==> config.mk <==
export PLATFORM = sky130hd
export DESIGN_NAME = bus_sniffer_frame_receiver_unit_flat
export DESIGN_NICKNAME = d
export VERILOG_FILES = /design/src/hdl/bsfr_pkg.sv /design/src/hdl/bsfr_if.sv /design/src/hdl/bus_sniffer_frame_receiver_unit.sv /design/src/flat_wrapper.sv
export SDC_FILE = /design/constraint.sdc
export NUM_CORES = 1
export LEC_CHECK = 0
export ABC_AREA = 1
export BUFFER_PORTS_ARGS = -buffer_cell sky130_fd_sc_hd__clkbuf_2
export CORE_MARGIN = 8
export CORE_UTILIZATION = 67
export CTS_BUF_LIST = sky130_fd_sc_hd__clkbuf_8
export DETAILED_ROUTE_END_ITERATION = 12
export PLACE_DENSITY = 0.88
export SLEW_MARGIN = 15
export SYNTH_ARGS = -nofsm -noshare
export SYNTH_HDL_FRONTEND = slang
export SYNTH_SLANG_ARGS = --single-unit
==> constraint.sdc <==
create_clock -name clk -period 5.4 [get_ports clk]
set_input_delay 0 -clock clk [delete_from_list [all_inputs] [get_ports clk]]
set_output_delay 0 -clock clk [all_outputs]
set_load 0.02 [all_outputs]
==> src/hdl/bsfr_pkg.sv <==
`timescale 1ns / 1ps
// types and constants shared by the bus sniffer frame receiver
package bsfr_pkg;

    // configuration register indexes
    localparam logic [1:0] CFG_BIT_PERIOD    = 2'd0;
    localparam logic [1:0] CFG_RESYNC_COUNT  = 2'd1;
    localparam logic [1:0] CFG_IDLE_GAP_BITS = 2'd2;

    // result kinds
    localparam logic KIND_FRAME = 1'b0;
    localparam logic KIND_GAP   = 1'b1;

    // reset values of the configuration registers
    localparam logic [15:0] BIT_PERIOD_RESET    = 16'd3332;
    localparam logic [15:0] RESYNC_COUNT_RESET  = 16'd2499;
    localparam logic [7:0]  IDLE_GAP_BITS_RESET = 8'd11;

    // idle counter saturation value
    localparam logic [7:0] IDLE_COUNT_MAX = 8'hff;

    // one result beat
    typedef struct packed {
        logic        result_kind;
        logic [7:0]  data_byte;
        logic        parity_error;
        logic        start_error;
        logic        stop_error;
        logic [10:0] raw_frame;
    } result_t;

endpackage

==> src/hdl/bsfr_if.sv <==
`timescale 1ns / 1ps
// handshake interfaces for line samples and result beats
interface bsfr_sample_if;
    logic valid;
    logic ready;
    logic line_level;

    modport source (output valid, output line_level, input ready);
    modport sink (input valid, input line_level, output ready);
endinterface

interface bsfr_result_if;
    logic        valid;
    logic        ready;
    logic        result_kind;
    logic [7:0]  data_byte;
    logic        parity_error;
    logic        start_error;
    logic        stop_error;
    logic [10:0] raw_frame;

    modport source (output valid, output result_kind, output data_byte,
                    output parity_error, output start_error, output stop_error,
                    output raw_frame, input ready);
    modport sink (input valid, input result_kind, input data_byte,
                  input parity_error, input start_error, input stop_error,
                  input raw_frame, output ready);
endinterface

==> src/hdl/bus_sniffer_frame_receiver_unit.sv <==
`timescale 1ns / 1ps
// top level of the bus sniffer frame receiver
// Takes one serial line sample per beat and may accept a sample in every clock.
// A bit timer paced by bit_period samples the line; a falling edge reloads the
// timer with resync_count and, while idle, starts a frame of FRAME_BITS bits
// (start, eight data, even parity, stop, least significant first). A finished
// frame, with its error flags, or an end-of-packet marker after idle_gap_bits
// idle high bit times, is registered on the sample that completes it. The
// output register and a one-entry skid stage decouple the two sides: sample
// ready falls only while both are full, so with the result side always
// ready the block sustains one sample per clock.
// Configuration writes are taken whenever the write enable is high.
module bus_sniffer_frame_receiver_unit
    import bsfr_pkg::*;
#(
    parameter int FRAME_BITS = 11
)
(
    input  logic                clk,
    input  logic                rst_n,
    input  logic                cfg_we,
    input  logic [1:0]          cfg_index,
    input  logic [15:0]         cfg_data,
    bsfr_sample_if.sink         samples,
    bsfr_result_if.source       results
);

    localparam int IDX_W = $clog2(FRAME_BITS);

    // parity covers every bit between start and stop
    localparam logic [FRAME_BITS-1:0] PARITY_MASK =
        {1'b0, {(FRAME_BITS-2){1'b1}}, 1'b0};

    // configuration registers
    logic [15:0] bit_period_reg;
    logic [15:0] resync_count_reg;
    logic [7:0]  idle_gap_bits_reg;

    // receiver state
    logic [15:0]           phase_count_reg, phase_count_next;
    logic                  line_prev_reg, line_prev_next;
    logic                  receiving_reg, receiving_next;
    logic [IDX_W-1:0]      bit_index_reg, bit_index_next;
    logic [FRAME_BITS-1:0] frame_shift_reg, frame_shift_next;
    logic [7:0]            idle_count_reg, idle_count_next;

    // output register and skid stage
    result_t head_reg, head_next;
    logic    head_valid_reg, head_valid_next;
    result_t skid_reg, skid_next;
    logic    skid_valid_reg, skid_valid_next;

    logic                  accept;
    logic                  pop;
    logic                  line_edge;
    logic                  tick;
    logic                  emit;
    result_t               new_result;
    logic [FRAME_BITS-1:0] frame_new;
    logic [31:0]           frame_wide;
    logic [IDX_W:0]        bit_count;
    logic [7:0]            idle_inc;

    assign accept = samples.valid && samples.ready;
    assign pop    = head_valid_reg && results.ready;

    assign samples.ready = !skid_valid_reg;

    // configuration writes
    always_ff @(posedge clk or negedge rst_n)
    begin
        if (!rst_n)
        begin
            bit_period_reg    <= BIT_PERIOD_RESET;
            resync_count_reg  <= RESYNC_COUNT_RESET;
            idle_gap_bits_reg <= IDLE_GAP_BITS_RESET;
        end
        else if (cfg_we)
        begin
            case (cfg_index)
                CFG_BIT_PERIOD:    bit_period_reg    <= cfg_data;
                CFG_RESYNC_COUNT:  resync_count_reg  <= cfg_data;
                CFG_IDLE_GAP_BITS: idle_gap_bits_reg <= cfg_data[7:0];
                default:           ;
            endcase
        end
    end

    // edge detect and bit timer
    assign line_edge = line_prev_reg && !samples.line_level;
    assign tick      = !line_edge && (phase_count_reg >= bit_period_reg);

    // sampled frame with the current bit written in
    always_comb
    begin
        frame_new = frame_shift_reg;
        frame_new[bit_index_reg] = samples.line_level;
    end

    assign frame_wide = 32'(frame_new);
    assign bit_count  = {1'b0, bit_index_reg} + (IDX_W+1)'(1);
    assign idle_inc   = idle_count_reg + 8'd1;

    // receiver next state and result
    always_comb
    begin
        phase_count_next = phase_count_reg;
        line_prev_next   = samples.line_level;
        receiving_next   = receiving_reg;
        bit_index_next   = bit_index_reg;
        frame_shift_next = frame_shift_reg;
        idle_count_next  = idle_count_reg;
        emit             = 1'b0;
        new_result       = '0;

        if (line_edge)
        begin
            phase_count_next = resync_count_reg;
            if (!receiving_reg)
            begin
                receiving_next  = 1'b1;
                bit_index_next  = '0;
                idle_count_next = '0;
            end
        end
        else if (tick)
        begin
            phase_count_next = '0;
        end
        else
        begin
            phase_count_next = phase_count_reg + 16'd1;
        end

        if (tick)
        begin
            if (receiving_reg)
            begin
                frame_shift_next = frame_new;
                bit_index_next   = bit_count[IDX_W-1:0];
                if (bit_count == (IDX_W+1)'(FRAME_BITS))
                begin
                    emit                    = 1'b1;
                    new_result.result_kind  = KIND_FRAME;
                    new_result.data_byte    = frame_wide[8:1];
                    new_result.parity_error = ^(frame_new & PARITY_MASK);
                    new_result.start_error  = frame_new[0];
                    new_result.stop_error   = !frame_new[FRAME_BITS-1];
                    new_result.raw_frame    = frame_wide[10:0];
                    frame_shift_next        = '0;
                    bit_index_next          = '0;
                    idle_count_next         = '0;
                    receiving_next          = 1'b0;
                end
            end
            else if (samples.line_level && (idle_count_reg != IDLE_COUNT_MAX))
            begin
                idle_count_next = idle_inc;
                if (idle_inc == idle_gap_bits_reg)
                begin
                    emit                   = 1'b1;
                    new_result.result_kind = KIND_GAP;
                end
            end
        end
    end

    // receiver state registers, advanced on each accepted sample
    always_ff @(posedge clk or negedge rst_n)
    begin
        if (!rst_n)
        begin
            phase_count_reg <= '0;
            line_prev_reg   <= 1'b1;
            receiving_reg   <= 1'b0;
            bit_index_reg   <= '0;
            frame_shift_reg <= '0;
            idle_count_reg  <= '0;
        end
        else if (accept)
        begin
            phase_count_reg <= phase_count_next;
            line_prev_reg   <= line_prev_next;
            receiving_reg   <= receiving_next;
            bit_index_reg   <= bit_index_next;
            frame_shift_reg <= frame_shift_next;
            idle_count_reg  <= idle_count_next;
        end
    end

    // output register and skid stage steering
    always_comb
    begin
        head_next       = head_reg;
        head_valid_next = head_valid_reg;
        skid_next       = skid_reg;
        skid_valid_next = skid_valid_reg;

        if (pop)
        begin
            if (skid_valid_reg)
            begin
                head_next       = skid_reg;
                skid_valid_next = 1'b0;
            end
            else
            begin
                head_next       = new_result;
                head_valid_next = accept && emit;
            end
        end
        else if (accept && emit)
        begin
            if (!head_valid_reg)
            begin
                head_next       = new_result;
                head_valid_next = 1'b1;
            end
            else
            begin
                skid_next       = new_result;
                skid_valid_next = 1'b1;
            end
        end
    end

    // valid flags
    always_ff @(posedge clk or negedge rst_n)
    begin
        if (!rst_n)
        begin
            head_valid_reg <= 1'b0;
            skid_valid_reg <= 1'b0;
        end
        else
        begin
            head_valid_reg <= head_valid_next;
            skid_valid_reg <= skid_valid_next;
        end
    end

    // result payload
    always_ff @(posedge clk)
    begin
        head_reg <= head_next;
        skid_reg <= skid_next;
    end

    // result beat
    assign results.valid        = head_valid_reg;
    assign results.result_kind  = head_reg.result_kind;
    assign results.data_byte    = head_reg.data_byte;
    assign results.parity_error = head_reg.parity_error;
    assign results.start_error  = head_reg.start_error;
    assign results.stop_error   = head_reg.stop_error;
    assign results.raw_frame    = head_reg.raw_frame;

endmodule
==> src/flat_wrapper.sv <==
// flat-port wrapper written by rule: the top's interface ports become plain ports
module bus_sniffer_frame_receiver_unit_flat import bsfr_pkg::*;
#(
    parameter int FRAME_BITS = 11
)
  (clk, rst_n, cfg_we, cfg_index, cfg_data, samples_valid, samples_line_level, samples_ready, results_valid, results_result_kind, results_data_byte, results_parity_error, results_start_error, results_stop_error, results_raw_frame, results_ready);
  bsfr_sample_if samples_i ();
  bsfr_result_if results_i ();
  input  logic clk;
  input  logic rst_n;
  input  logic cfg_we;
  input  logic [1:0] cfg_index;
  input  logic [15:0] cfg_data;
  input wire logic [$bits(samples_i.valid)-1:0] samples_valid;
  input wire logic [$bits(samples_i.line_level)-1:0] samples_line_level;
  output wire logic [$bits(samples_i.ready)-1:0] samples_ready;
  output wire logic [$bits(results_i.valid)-1:0] results_valid;
  output wire logic [$bits(results_i.result_kind)-1:0] results_result_kind;
  output wire logic [$bits(results_i.data_byte)-1:0] results_data_byte;
  output wire logic [$bits(results_i.parity_error)-1:0] results_parity_error;
  output wire logic [$bits(results_i.start_error)-1:0] results_start_error;
  output wire logic [$bits(results_i.stop_error)-1:0] results_stop_error;
  output wire logic [$bits(results_i.raw_frame)-1:0] results_raw_frame;
  input wire logic [$bits(results_i.ready)-1:0] results_ready;
  assign samples_i.valid = samples_valid;
  assign samples_i.line_level = samples_line_level;
  assign samples_ready = samples_i.ready;
  assign results_valid = results_i.valid;
  assign results_result_kind = results_i.result_kind;
  assign results_data_byte = results_i.data_byte;
  assign results_parity_error = results_i.parity_error;
  assign results_start_error = results_i.start_error;
  assign results_stop_error = results_i.stop_error;
  assign results_raw_frame = results_i.raw_frame;
  assign results_i.ready = results_ready;
  bus_sniffer_frame_receiver_unit #(.FRAME_BITS(FRAME_BITS)) u_core (.clk(clk), .rst_n(rst_n), .cfg_we(cfg_we), .cfg_index(cfg_index), .cfg_data(cfg_data), .samples(samples_i), .results(results_i));
endmodule
---- Word level (Yosys, flattened, before mapping) ----
Index checks and enable logic that the tools add are counted.
Widths: inputs -> output; s select.
word-level totals
  bits in registers ....................... 129
  word-level logic and storage cells ...... 100
operators by class
  add/subtract/negate cells ............... 3
  $lt $le $gt $ge ......................... 3
  eq/ne operators ......................... 7
  mux-type cells .......................... 40
  bitwise logic cells ..................... 1
  reductions and logical operators ........ 23
operators by type and width
  operator               number
  $mux 23                5
  $mux 8                 6
  $mux 22                2
  $mux 16                2
  $mux 4                 5
  $mux 1                 17
  $add 16x1->16 const B  1
  $ge 16x16->1           1
  $reduce_and 2->1       6
  $bwmux 11              1
  $mux 11                1
  $reduce_xor 11->1      1
  $add 8x1->8 const B    1
  $eq 8x8->1             1
  $ne 8x8->1 const B     1
  $logic_and 1x1->1      7
  $reduce_and 3->1       2
  $add 4x1->5 const B    1
  $eq 5x4->1 const B     1
  $lt 4x5->1 const B     1
  $demux 1 s4            1
  $ge 4x1->1 const B     1
  $logic_not 1->1        4
  $ne 2x2->1 const B     2
  5 further kinds        6

---- Longest topological paths before layout ----
Gate-level depths: netlist of run 1.
  depth in word-level cells ............... 12
  depth in mapped cells ................... 17

---- Least setup slack after synthesis of run 1 ----
No wires, ideal clock.
  kind .................................... flip-flop to flip-flop
  from .................................... register u_core.bit_period_reg[11]
  to ...................................... register u_core.head_reg (netlist bit u_core.results.parity_error) (enable)
  library setup time ...................... 0.361 ns
  arrival time ............................ 2.058 ns
  required time ........................... 5.039 ns
  slack ................................... 2.982 ns
  cell stages (with the launch flop) ...... 12
  path buffers ............................ 1
  path through ............................ dfstp_2 inv_1 ha_1 nand2_1 nor3_2 nand3_1 nand3_2 nand2_1 inv_1 buf_2 nand4_1 nand2_1
between the ends
  word-level cells in the longest chain between the ends .. 6
RTL lines
  what                                line                                    RTL
  start: declaration                  bus_sniffer_frame_receiver_unit.sv:35   logic [15:0] bit_period_reg;
  start signal: assignment            bus_sniffer_frame_receiver_unit.sv:81   CFG_BIT_PERIOD: bit_period_reg <= cfg_data;
  $ge 16x16->1                        bus_sniffer_frame_receiver_unit.sv:91   assign tick = !line_edge && (phase_count_reg >= bit_period_reg);
  $logic_and 1x1->1                   bus_sniffer_frame_receiver_unit.sv:91
  $mux 1                              bus_sniffer_frame_receiver_unit.sv:135  if (tick)
  $logic_and 1x1->1                   bus_sniffer_frame_receiver_unit.sv:212  else if (accept && emit)
  $reduce_bool 2->1 (no source line)  --
  $reduce_and 2->1 (no source line)   --
  end signal: assignment              bus_sniffer_frame_receiver_unit.sv:245  head_reg <= head_next;
  end: declaration                    bus_sniffer_frame_receiver_unit.sv:48   result_t head_reg, head_next;
No other way between the ends.
A chain may end at the register's enable or synchronous reset.

---- Final worst setup path of run 1 ----
  from .................................... register u_core.bit_period_reg[11]
  to ...................................... register u_core.skid_reg[15] (netlist name) (enable)
between the ends
  word-level cells in the longest chain between the ends .. 5
RTL lines
  what                               line                                    RTL
  $ge 16x16->1                       bus_sniffer_frame_receiver_unit.sv:91
  $logic_and 1x1->1                  bus_sniffer_frame_receiver_unit.sv:91
  $mux 1                             bus_sniffer_frame_receiver_unit.sv:135
  $logic_and 1x1->1                  bus_sniffer_frame_receiver_unit.sv:212
  $reduce_and 3->1 (no source line)  --
  end signal: assignment             bus_sniffer_frame_receiver_unit.sv:246  skid_reg <= skid_next;
  end: declaration                   bus_sniffer_frame_receiver_unit.sv:50   result_t skid_reg, skid_next;
No other way between the ends.

==> results of run 1 <==
## stage by stage
stage / setup WS [ps] / power [uW] / std cells
after floorplan: 2980 / 1930 / 797
after global placement: 2760 / 2090 / 939
after detailed placement: 2610 / 2150 / 939
after CTS: 2590 / 2670 / 973
after global routing: 2380 / 2890 / 973
final: 2580 / 2680 / 973
## synth_stat cells (all sizes together), types with 2 or more instances
master  instances
nor4            2
o21ai          77
nand3          77
clkinv          3
o221ai          6
xor2           10
nand2         239
nor3            6
inv           106
dfrtp          69
a211oi          2
nor2           37
dfstp          14
buf            20
nand4          11
clkbuf         15
edfxtp         28
nand3b          5
ha             22
o22ai          10
o211ai          6
a21oi          27
## metal layers
| layer | GRT usage (%) | routed length [um] |
|---|---|---|
| met5 | 0 | 0 |
| met4 | 9.33 | 363 |
| met3 | 3.22 | 771 |
| met2 | 39.9 | 6990 |
| met1 | 27.8 | 5870 |
## timing repair
item | CTS | global route
hold buffers | 18 | 0
setup endpoints to repair | 0 | 0
hold endpoints to repair | 110 | 0
## logic make-up after synthesis
logic type               after synthesis  synth area share [%]
AO/OA/AOI/OAI                        130                  11.7
XOR/XNOR                              11                  1.52
adder cells (fa/ha/maj)               22                  4.33
buffers and inverters                144                  9.67
flip-flops                           111                  46.2
AND/OR/NAND/NOR                      379                  26.5
## worst register-to-register path, stage by stage, from the launching register on
cell	delay [ps]
sky130_fd_sc_hd__dfstp_2	540
sky130_fd_sc_hd__inv_1	40
sky130_fd_sc_hd__ha_1	300
sky130_fd_sc_hd__nand2_1	80
sky130_fd_sc_hd__nor3_2	210
sky130_fd_sc_hd__nand3_1	150
sky130_fd_sc_hd__nand3_2	170
sky130_fd_sc_hd__nand2_1	120
sky130_fd_sc_hd__inv_1	260
sky130_fd_sc_hd__nand4_1	180
sky130_fd_sc_hd__inv_1	430
## area by class of cell
cell class,count,area (sq um)
timing repair buffer,66,423
clock inverter,7,78.8
sequential,111,2940
fill,689,2300
inverter,109,412
multi-input combinational,542,2800
clock buffer,9,124
tap,129,161
## final timing paths
path                            depth (start not counted)  slack, ps                     endpoint                      start
worst max register to register                         10       2580          u_core.skid_reg[15]  u_core.bit_period_reg[11]
worst max-delay path                                   10       2580          u_core.skid_reg[15]  u_core.bit_period_reg[11]
worst min register to register                          2        500     u_core.bit_period_reg[8]   u_core.bit_period_reg[8]
max in group asynchronous                               2       4400   u_core.resync_count_reg[2]                      rst_n
worst min-delay path                                    4        200  u_core.idle_gap_bits_reg[0]                     cfg_we
min in group asynchronous                               2        320    u_core.frame_shift_reg[6]                      rst_n
## report_power, final
part	internal [uW]	total [uW]	switching [uW]
combinational	359	996	637
sequential	1020	1170	155
clock	221	515	294
==> flow_summary_export.csv, run 1 <==
group,metric,value,unit
clocking,cts_htree_levels,3,
setup_path,cp_slowest_cell,"sky130_fd_sc_hd__dfstp_2",
outcome,run_status,"finished, final reports clean",
drt,num_vias,5477,
die,start_util,68.8,%
drt,drt-initial-drc-count,338,
power_and_ir_drop,irDropWorstVdd,237,uV
die,chipWidth,113,um
global_route,antenna_found_initial,0,
setup_path,critPathLaunchType,"flop",
clocking,ctsResizeCount,0,
synthesis,net_count_after_synthesis,843,
sta,totalNegativeSetupSlack,0,ps
setup_path,critical_path_peak_fanout,14,
cells_and_area,proportion_of_layout_cells_with_a_drive_suffix_above_1,14.1,%
sta,final.min_clock_period,2820,ps
die,die_y,113,um
drt,drt.antenna.violating_nets,0,
synthesis,synth.area.top_cells,"sky130_fd_sc_hd__dfrtp_1 (27%), sky130_fd_sc_hd__edfxtp_1 (13%), sky130_fd_sc_hd__nand2_1 (13%)",
cells_and_area,final_cell_area,6940,sq um
synthesis,synthesis.instances,797,
synthesis,synth_top_area_cell,"sky130_fd_sc_hd__dfrtp_1",
clocking,clock_sinks,111,
die,core_footprint,9240,sq um
drt,drcViolationCount,0,
setup_path,worst_ep_required_time,5420,ps
clocking,clk_pin_slew_worst_paths,100,ps
global_route,overflow,0,
drt,postRouteWirelength,14000,um
clocking,cts_max_path_buffers,2,
setup_path,worstPathArrival,2840,ps
sta,grt_setup_unrepaired,"no",
clocking,cts_root_buffer,"sky130_fd_sc_hd__clkbuf_8",
synthesis,synth.avg_cell_area,7.97,sq um
sta,timing_worst_slew_pin_value,1080,ps
drt,route.detailed.wl_per_inst,14.4,um
die,design.portCount,49,
sta,maxSlewViolCount,0,
sta,fmax,355,MHz
drt,first_pass_iters,5,
die,rows,35,
global_route,grt_first_pass_wirelength,24100,um
global_route,grt_pass1_vias,5346,
clocking,tritoncts_clock_tree,"built",
sta,timing.final.setup_violations,0,
sta,clock-skew-final,10.3,ps
global_route,grt_util_all_layers,22.8,%
power_and_ir_drop,cellPowerDensity,387,nW/um^2
setup_path,critical_path.cell_chain,"inv_1 > ha_1 > nand2_1 > nor3_2 > nand3_1 > nand3_2 > nand2_1 > inv_1 > nand4_1 > inv_1",
setup_path,critical_path.endpoint_type,"flop",
drt,route.detailed.vias_per_inst,5.63,
clocking,cts_buffer_count,9,
cells_and_area,mostFrequentLayoutCells,"sky130_fd_sc_hd__nand2_1 (222), sky130_fd_sc_hd__inv_1 (102), sky130_fd_sc_hd__nand3_1 (75), sky130_fd_sc_hd__o21ai_0 (71), sky130_fd_sc_hd__dfrtp_1 (69)",
cells_and_area,most_frequent_standard_cell_in_the_layout_excluding_fill_and_tap_cells,"sky130_fd_sc_hd__nand2_1",
die,die_area,12900,sq um
cells_and_area,final_core_util,75.1,%
power_and_ir_drop,total_leakage_power,0.00339,uW
global_route,largest_net_degree_at_the_start_of_global_routing,84,
synthesis,synth_edf_count,28,
job,max_cap_violations,0,
synthesis,ys.warnings.count,0,
synthesis,ys_dominant_reg_cell,"sky130_fd_sc_hd__dfrtp_1",
sta,worst_slew_margin_rel,27.9,%
placed_design,numPortBuffers,48,
sta,report.final.hold_viol_count,0,
cells_and_area,flow.area_growth_from_synthesis,9.20,%
sta,final_min_period_over_clock_period,52.2,%
placed_design,place.gp.congestion,0.890,
setup_path,worst_path_buf_inv,3,
synthesis,yosys.cell_types.count,42,
synthesis,ys_async_sr_fraction,74.8,%
synthesis,synth_top_cell_area_share,27.2,%
setup_path,kind_of_critical_path,"reg -> reg",
clocking,clock_insertion_delay_worst_skew,380,ps
synthesis,synthesis.area,6350,sq um
clocking,post-cts-setup-buffers,0,
placed_design,hpwlAfterDp,9960,um
synthesis,yosysSeqAreaShare,46.2,%
sta,finalHoldWorstSlack,200,ps
setup_path,critical_path.most_common_cell,"sky130_fd_sc_hd__inv_1",
cells_and_area,antenna-diode-count,0,
cells_and_area,nNetsFinal,885,
setup_path,critical-path-top-delay-family,"simple AND/OR/NAND/NOR gates",
synthesis,postSynthRegisterBits,111,
min_path,worst_hold_path_type,"in -> reg",
setup_path,slowest_delay,540,ps
placed_design,placement.cell_area,6560,sq um
No activity file was read; power rests on OpenSTA's default activity.
==> run 2: changes to the inputs <==
Settings changed: ABC_AREA 1 to 0, CORE_UTILIZATION 67 to 56, PLACE_DENSITY 0.88 to 0.78.
Clock period 5.4 ns to 2.47 ns, I/O delays scaled along.
==> run 2 against run 1 <==
Effect of this change:
- the flow now finishes with violations (setup timing)
- synthesized cell count shrank 27%
- critical path depth increased by 1
- first-iteration DRC count decreased by 11%
- sequential power increased by 110%
- power up 130%
- combinational power rose to 2.6 times the previous value
- largest cell class is now multi-input gates
- core utilization shrank 3.8 points
==> flow_summary_export.csv, run 2 <==
group,metric,value,unit
outcome,run_status,"finished with violations",
outcome,violations,"setup timing",
placed_design,place.gp.congestion,0.897,
global_route,use_met3,3.36,%
drt,route.detailed.wl_per_inst,17.8,um
clocking,cts_root_buffer,"sky130_fd_sc_hd__clkbuf_8",
synthesis,ys_async_sr_fraction,74.8,%
setup_path,critical_path.endpoint_type,"flop",
placed_design,placement.cell_area,6880,sq um
sta,timing.final.setup_violations,38,
global_route,top_usage_layer,"met2",
drt,drt.antenna.violating_nets,0,
synthesis,synth_top_area_cell,"sky130_fd_sc_hd__dfrtp_1",
global_route,overflow,0,
setup_path,worstPathArrival,2710,ps
placed_design,hpwlAfterDp,10000,um
drt,drcViolationCount,0,
global_route,met1_resource_use_gr,24.7,%
setup_path,critical_path.cell_chain,"inv_2 > ha_4 > nand2_4 > nor4_4 > buf_4 > a31oi_4 > a211oi_4 > o21ai_4 > o21ai_4 > buf_12 > buf_16",
cells_and_area,final_cell_area,7630,sq um
sta,totalNegativeSetupSlack,-2600,ps
die,die_area,14400,sq um
power_and_ir_drop,cellPowerDensity,806,nW/um^2
cells_and_area,fill_cells,723,
sta,final_min_period_over_clock_period,105,%
global_route,grt_first_pass_wirelength,23900,um
synthesis,synth.avg_cell_area,10.5,sq um
drt,first_pass_iters,5,
setup_path,r2r_setup_slack,-120,ps
die,rows,38,
sta,report.final.hold_viol_count,0,
synthesis,synthesis.instances,581,
global_route,groute.layer.met2.usage,35.5,%
placed_design,numPortBuffers,48,
power_and_ir_drop,cellInternalPower,3910,uW
synthesis,synth_top_cell_area_share,28.4,%
synthesis,synth_edf_count,28,
cells_and_area,regArea,2940,sq um
drt,postRouteWirelength,15000,um
synthesis,post_synth_most_frequent_cells,"sky130_fd_sc_hd__dfrtp_1 (69), sky130_fd_sc_hd__nand2_1 (66), sky130_fd_sc_hd__nor2_1 (36)",
synthesis,ys.warnings.count,0,
cells_and_area,nNetsFinal,744,
power_and_ir_drop,switching_share,36.3,%
setup_path,kind_of_critical_path,"reg -> reg",
die,design.portCount,49,
power_and_ir_drop,power.share.combinational,41.3,%
drt,route.detailed.vias_per_inst,5.97,
setup_path,worst_ep_required_time,2590,ps
global_route,grt_pass1_vias,5000,
sta,grt_setup_unrepaired,"yes",
synthesis,ys_dominant_reg_cell,"sky130_fd_sc_hd__dfrtp_1",
global_route,antenna_found_initial,0,
sta,fmax,386,MHz
drt,num_vias,5033,
clocking,clock_sinks,111,
clocking,cts_htree_levels,3,
synthesis,synthMostInstantiatedCell,"sky130_fd_sc_hd__dfrtp_1",
job,max_cap_violations,0,
cells_and_area,proportion_of_layout_cells_with_a_drive_suffix_above_1,33.7,%
global_route,largest_net_degree_at_the_start_of_global_routing,50,
setup_path,critical_path_peak_fanout,7,
sta,clock-skew-final,12.5,ps
power_and_ir_drop,share_clk_of_total_power,19.0,%
die,start_util,56.8,%
synthesis,yosysSeqAreaShare,48.3,%
sta,worst_slew_margin_rel,40.3,%
sta,maxSlewViolCount,0,
cells_and_area,mostFrequentLayoutCells,"sky130_fd_sc_hd__buf_4 (72), sky130_fd_sc_hd__dfrtp_1 (67), sky130_fd_sc_hd__nand2_1 (61), sky130_fd_sc_hd__clkbuf_2 (47), sky130_fd_sc_hd__nor2_1 (34)",
synthesis,net_count_after_synthesis,627,
cells_and_area,most_frequent_standard_cell_in_the_layout_excluding_fill_and_tap_cells,"sky130_fd_sc_hd__buf_4",
power_and_ir_drop,total_leakage_power,0.00325,uW
clocking,clock_insertion_delay_worst_skew,380,ps
power_and_ir_drop,irDropWorstVdd,584,uV
synthesis,synth.area.top_cells,"sky130_fd_sc_hd__dfrtp_1 (28%), sky130_fd_sc_hd__edfxtp_1 (14%), sky130_fd_sc_hd__dfstp_2 (6.1%)",
setup_path,cp_slowest_cell,"sky130_fd_sc_hd__dfstp_2",
cells_and_area,multi_input_comb_area,3090,sq um
sta,timing_worst_slew_pin_value,893,ps
clocking,cts_max_path_buffers,2,
global_route,grt_util_all_layers,20.3,%
sta,finalHoldWorstSlack,181,ps
setup_path,slowest_delay,540,ps
power_and_ir_drop,power_frac_seq,39.7,%
clocking,tritoncts_clock_tree,"built",
die,die_y,120,um
synthesis,synthesis.area,6080,sq um
drt,drt-initial-drc-count,301,
cells_and_area,antenna-diode-count,0,
cells_and_area,flow.area_growth_from_synthesis,25.6,%
placed_design,dpl_worst_slack,-114,ps
power_and_ir_drop,switching_power,2230,uW
setup_path,critPathLaunchType,"flop",
setup_path,critical_path.most_common_cell,"sky130_fd_sc_hd__o21ai_4",
synthesis,postSynthRegisterBits,111,
min_path,worst_hold_path_type,"in -> async",
clocking,cts_buffer_count,9,
clocking,clk_pin_slew_worst_paths,110,ps
die,chipWidth,120,um
die,core_footprint,10700,sq um
sta,fin_ws,-122,ps
sta,final.min_clock_period,2590,ps
synthesis,yosys.cell_types.count,68,
## run 2: changes by cell type in the layout (fill, tap and decap cells not counted), moves of 15 or more
cell	before	now
sky130_fd_sc_hd__mux2_2	0	27
sky130_fd_sc_hd__a22o_1	0	17
sky130_fd_sc_hd__nand2_1	222	61
sky130_fd_sc_hd__buf_4	1	72
sky130_fd_sc_hd__nand3_1	75	11
sky130_fd_sc_hd__inv_1	102	29
sky130_fd_sc_hd__o21ai_0	71	25
sky130_fd_sc_hd__o2bb2ai_1	0	15
## run 2: through the flow
step                      util [%]  total power (uW)  std cells
after CTS                     69.4              5830        834
after detailed placement      64.3              4560        791
after global placement        64.3              4470        791
after global routing          71.3              6470        843
after floorplan                  -              3790        581
final                         71.3              6150        843
## run 2: timing repair
| item | CTS | global route |
|---|---|---|
| endpoints found under the hold margin | 82 | 0 |
| cloned | 1 | 0 |
| setup endpoints to repair | 53 | 78 |
| pin swaps | 11 | 14 |
| hold buffers | 18 | 0 |
| gates resized for setup | 12 | 31 |
| buffers inserted | 8 | 10 |
## run 2: kinds of logic (layout without fill, tap and decap cells)
group	after synthesis	after routing	share of synthesized area [%]
AO/OA/AOI/OAI	158	158	19.0
XOR/XNOR	17	17	2.68
adder cells (fa/ha/maj)	22	22	4.53
buffers and inverters	71	193	5.33
flip-flops	111	111	48.3
multiplexers	38	38	6.90
AND/OR/NAND/NOR	164	164	13.3
## run 2: worst max-delay path, delay by kind of cell, from the launching register on
kind	cells	cell delay, ps
fa+ha+maj	1	260
simple gates	2	310
compound gates	4	770
buf+inv	4	460
flops	1	540
## run 2: path summary, 6_finish.rpt
check | start | end | depth (start not counted)
min in group clk | samples_valid | u_core.bit_index_reg[0] | 4
hold reg to reg | u_core.frame_shift_reg[3] | u_core.frame_shift_reg[3] | 1
hold / removal | rst_n | u_core.bit_period_reg[0] | 2
max in group asynchronous | rst_n | u_core.bit_period_reg[8] | 3
setup / recovery | u_core.bit_period_reg[8] | u_core.results.raw_frame[7] | 11
setup reg to reg | u_core.bit_period_reg[8] | u_core.results.raw_frame[7] | 11
## run 2: power groups by stage
stage               clock network [uW]  registers [uW]  logic, uW
floorplan                            0            2410       1380
global placement                     0            2430       2040
detailed placement                   0            2450       2120
CTS                               1180            2420       2230
global route                      1250            2470       2740
finish                            1170            2440       2540
## run 2: area by class of cell
class                      instances  share of cell area, %
clock buffer                       9                   1.62
clock inverter                     7                   1.15
inverter                          33                   1.62
multi-input combinational        399                   40.5
sequential                       111                   38.5
tap                              140                   2.30
timing repair buffer             144                   14.3
## run 2: per-layer routing
metal	vias up	routed length (um)
li1	2347	-
met3	35	830
met1	2475	6250
met2	176	7540
met4	0	385
met5	-	0
==> run 3: changes to the inputs <==
--- a/config.mk
+++ b/config.mk
@@ -13,3 +13,3 @@
 export DETAILED_ROUTE_END_ITERATION = 12
-export PLACE_DENSITY = 0.78
+export PLACE_DENSITY = 0.82
 export SLEW_MARGIN = 15
--- a/constraint.sdc
+++ b/constraint.sdc
@@ -3,2 +3,2 @@
 set_output_delay 0 -clock clk [all_outputs]
-set_load 0.02 [all_outputs]
+set_load 0.01 [all_outputs]
==> run 3 against run 2 <==
Effect of this change:
- the flow still finishes with violations (setup timing)
- die area unchanged
- clock power down 11%
- cell count up 1.4%
- fmax fell by 0.60%
- sequential power about the same
- combinational power increased by 8.7%
- clock skew is 1.9 ps higher
- count of clock-buffer cells in the layout unchanged
- global-route usage is 1.5 points higher
- critical endpoint is now u_core.results.raw_frame[6]
- highest routed layer unchanged
==> flow_summary_export.csv, run 3 (synthesis results as in run 2) <==
group,metric,value,unit
drt,postRouteWirelength,17800,um
setup_path,r2r.worst_path.cells,10,
die,design.portCount,49,
setup_path,worstPathArrival,2750,ps
sta,final.min_clock_period,2610,ps
clocking,cts_buffer_count,9,
sta,grt_setup_unrepaired,"yes",
cells_and_area,final_core_util,74.3,%
drt,drcViolationCount,0,
die,chipWidth,120,um
global_route,largest_net_degree_at_the_start_of_global_routing,84,
clocking,cts_htree_levels,3,
placed_design,numPortBuffers,48,
clocking,cts_root_buffer,"sky130_fd_sc_hd__clkbuf_8",
drt,num_vias,5327,
global_route,overflow,0,
outcome,violations,"setup timing",
cells_and_area,nNetsFinal,756,
power_and_ir_drop,total_leakage_power,0.00334,uW
sta,fin_ws,-137,ps
cells_and_area,antenna-diode-count,0,
cells_and_area,fill_cells,650,
die,rows,38,
sta,clock-skew-final,14.4,ps
clocking,cts_max_path_buffers,2,
setup_path,critPathLaunchType,"flop",
die,start_util,56.8,%
drt,first_pass_iters,5,
setup_path,critical_path.cell_chain,"inv_2 > ha_4 > nand2_2 > nor4_4 > a31oi_4 > a211oi_4 > o21ai_4 > o21ai_4 > buf_12 > buf_16",
global_route,grt_util_all_layers,21.8,%
clocking,clk_pin_slew_worst_paths,110,ps
setup_path,cp_slowest_cell,"sky130_fd_sc_hd__dfstp_2",
clocking,tritoncts_clock_tree,"built",
sta,maxSlewViolCount,0,
sta,timing_worst_slew_pin_value,985,ps
sta,finalHoldWorstSlack,23.3,ps
min_path,worst_hold_path_type,"in -> reg",
cells_and_area,fin_cells,855,
die,die_area,14400,sq um
sta,timing.final.setup_violations,65,
sta,totalNegativeSetupSlack,-4920,ps
drt,route.detailed.vias_per_inst,6.23,
sta,report.final.hold_viol_count,0,
cells_and_area,mostFrequentLayoutCells,"sky130_fd_sc_hd__dfrtp_1 (68), sky130_fd_sc_hd__buf_4 (65), sky130_fd_sc_hd__nand2_1 (63), sky130_fd_sc_hd__clkbuf_2 (47), sky130_fd_sc_hd__nor2_1 (32)",
drt,drt.antenna.violating_nets,0,
setup_path,critical_path.endpoint_type,"flop",
placed_design,dpl_worst_slack,-159,ps
placed_design,place.gp.congestion,0.905,
job,max_cap_violations,0,
min_path,hold_path_depth,3,
sta,fmax,384,MHz
sta,final_min_period_over_clock_period,106,%
clocking,clock_sinks,111,
setup_path,worst_ep_required_time,2610,ps
cells_and_area,flow.area_growth_from_synthesis,30.9,%
clocking,clock_insertion_delay_worst_skew,410,ps
setup_path,critical_path_peak_fanout,7,
placed_design,place_inst,795,
power_and_ir_drop,irDropWorstVdd,667,uV
placed_design,hpwlAfterDp,10400,um
sta,worst_slew_margin_rel,34.1,%
cells_and_area,proportion_of_layout_cells_with_a_drive_suffix_above_1,35.9,%
power_and_ir_drop,cellPowerDensity,787,nW/um^2
die,die_y,120,um
drt,drt-initial-drc-count,533,
drt,route.detailed.wl_per_inst,20.8,um
outcome,run_status,"finished with violations",
global_route,antenna_found_initial,0,
setup_path,critical_path.most_common_cell,"sky130_fd_sc_hd__o21ai_4",
global_route,grt_first_pass_wirelength,25400,um
cells_and_area,most_frequent_standard_cell_in_the_layout_excluding_fill_and_tap_cells,"sky130_fd_sc_hd__dfrtp_1",
global_route,grt_pass1_vias,5167,
die,core_footprint,10700,sq um
setup_path,slowest_delay,540,ps
setup_path,kind_of_critical_path,"reg -> reg",
## run 3: critical path, delay by kind of cell (launching register included)
family          cells  cell delay (ps)
compound gates      4              810
flops               1              540
simple gates        2              460
buf+inv             3              280
fa+ha+maj           1              250
## run 3: path summary, 6_finish.rpt
| kind | from | to | slack [ps] |
|---|---|---|---|
| max | u_core.bit_period_reg[8] | u_core.results.raw_frame[6] | -140 |
| min in group asynchronous | rst_n | u_core.idle_count_reg[5] | 170 |
| max in group asynchronous | rst_n | u_core.line_prev_reg | 1910 |
| min reg2reg | u_core.resync_count_reg[12] | u_core.resync_count_reg[12] | 520 |
| max reg2reg | u_core.bit_period_reg[8] | u_core.results.raw_frame[6] | -140 |
| min | cfg_index[0] | u_core.bit_period_reg[6] | 20 |
## run 3: area by class of cell
cell class | instances | area [sq um] | area share (%)
Multi-Input combinational cell | 399 | 3270 | 41.1
Sequential cell | 111 | 2940 | 36.9
Timing Repair Buffer | 156 | 1270 | 16.0
Tap cell | 140 | 175 | 2.20
Clock buffer | 9 | 124 | 1.56
Inverter | 33 | 124 | 1.56
Clock inverter | 7 | 51.3 | 0.645
## run 3: routing by layer
layer	up-vias	GRT usage [%]	wire length (um)
li1	2385	-	-
met1	2616	25.0	6760
met2	255	38.3	9230
met3	71	4.43	1120
met4	0	10.7	647
met5	-	0	0
## run 3: what timing repair did
| item | 4_1_cts | 5_1_grt |
|---|---|---|
| setup buffers | 5 | 13 |
| setup endpoints to repair | 55 | 86 |
| gates cloned | 1 | 1 |
| resized for setup | 20 | 64 |
| endpoints found under the hold margin | 125 | 0 |
| hold buffers | 25 | 0 |
| pin swaps | 11 | 20 |
## run 3: where the power goes
group | switching, uW | internal [uW] | total, uW
clock | 670 | 366 | 1040
combinational | 1410 | 1360 | 2760
sequential | 274 | 2190 | 2460
## run 3: stage by stage
stage	power (uW)	instance area [sq um]
detailed placement	4540	6900
global route	6550	7950
global placement	4440	6900
finish	6260	7950
CTS	5660	7490
floorplan	3790	6140
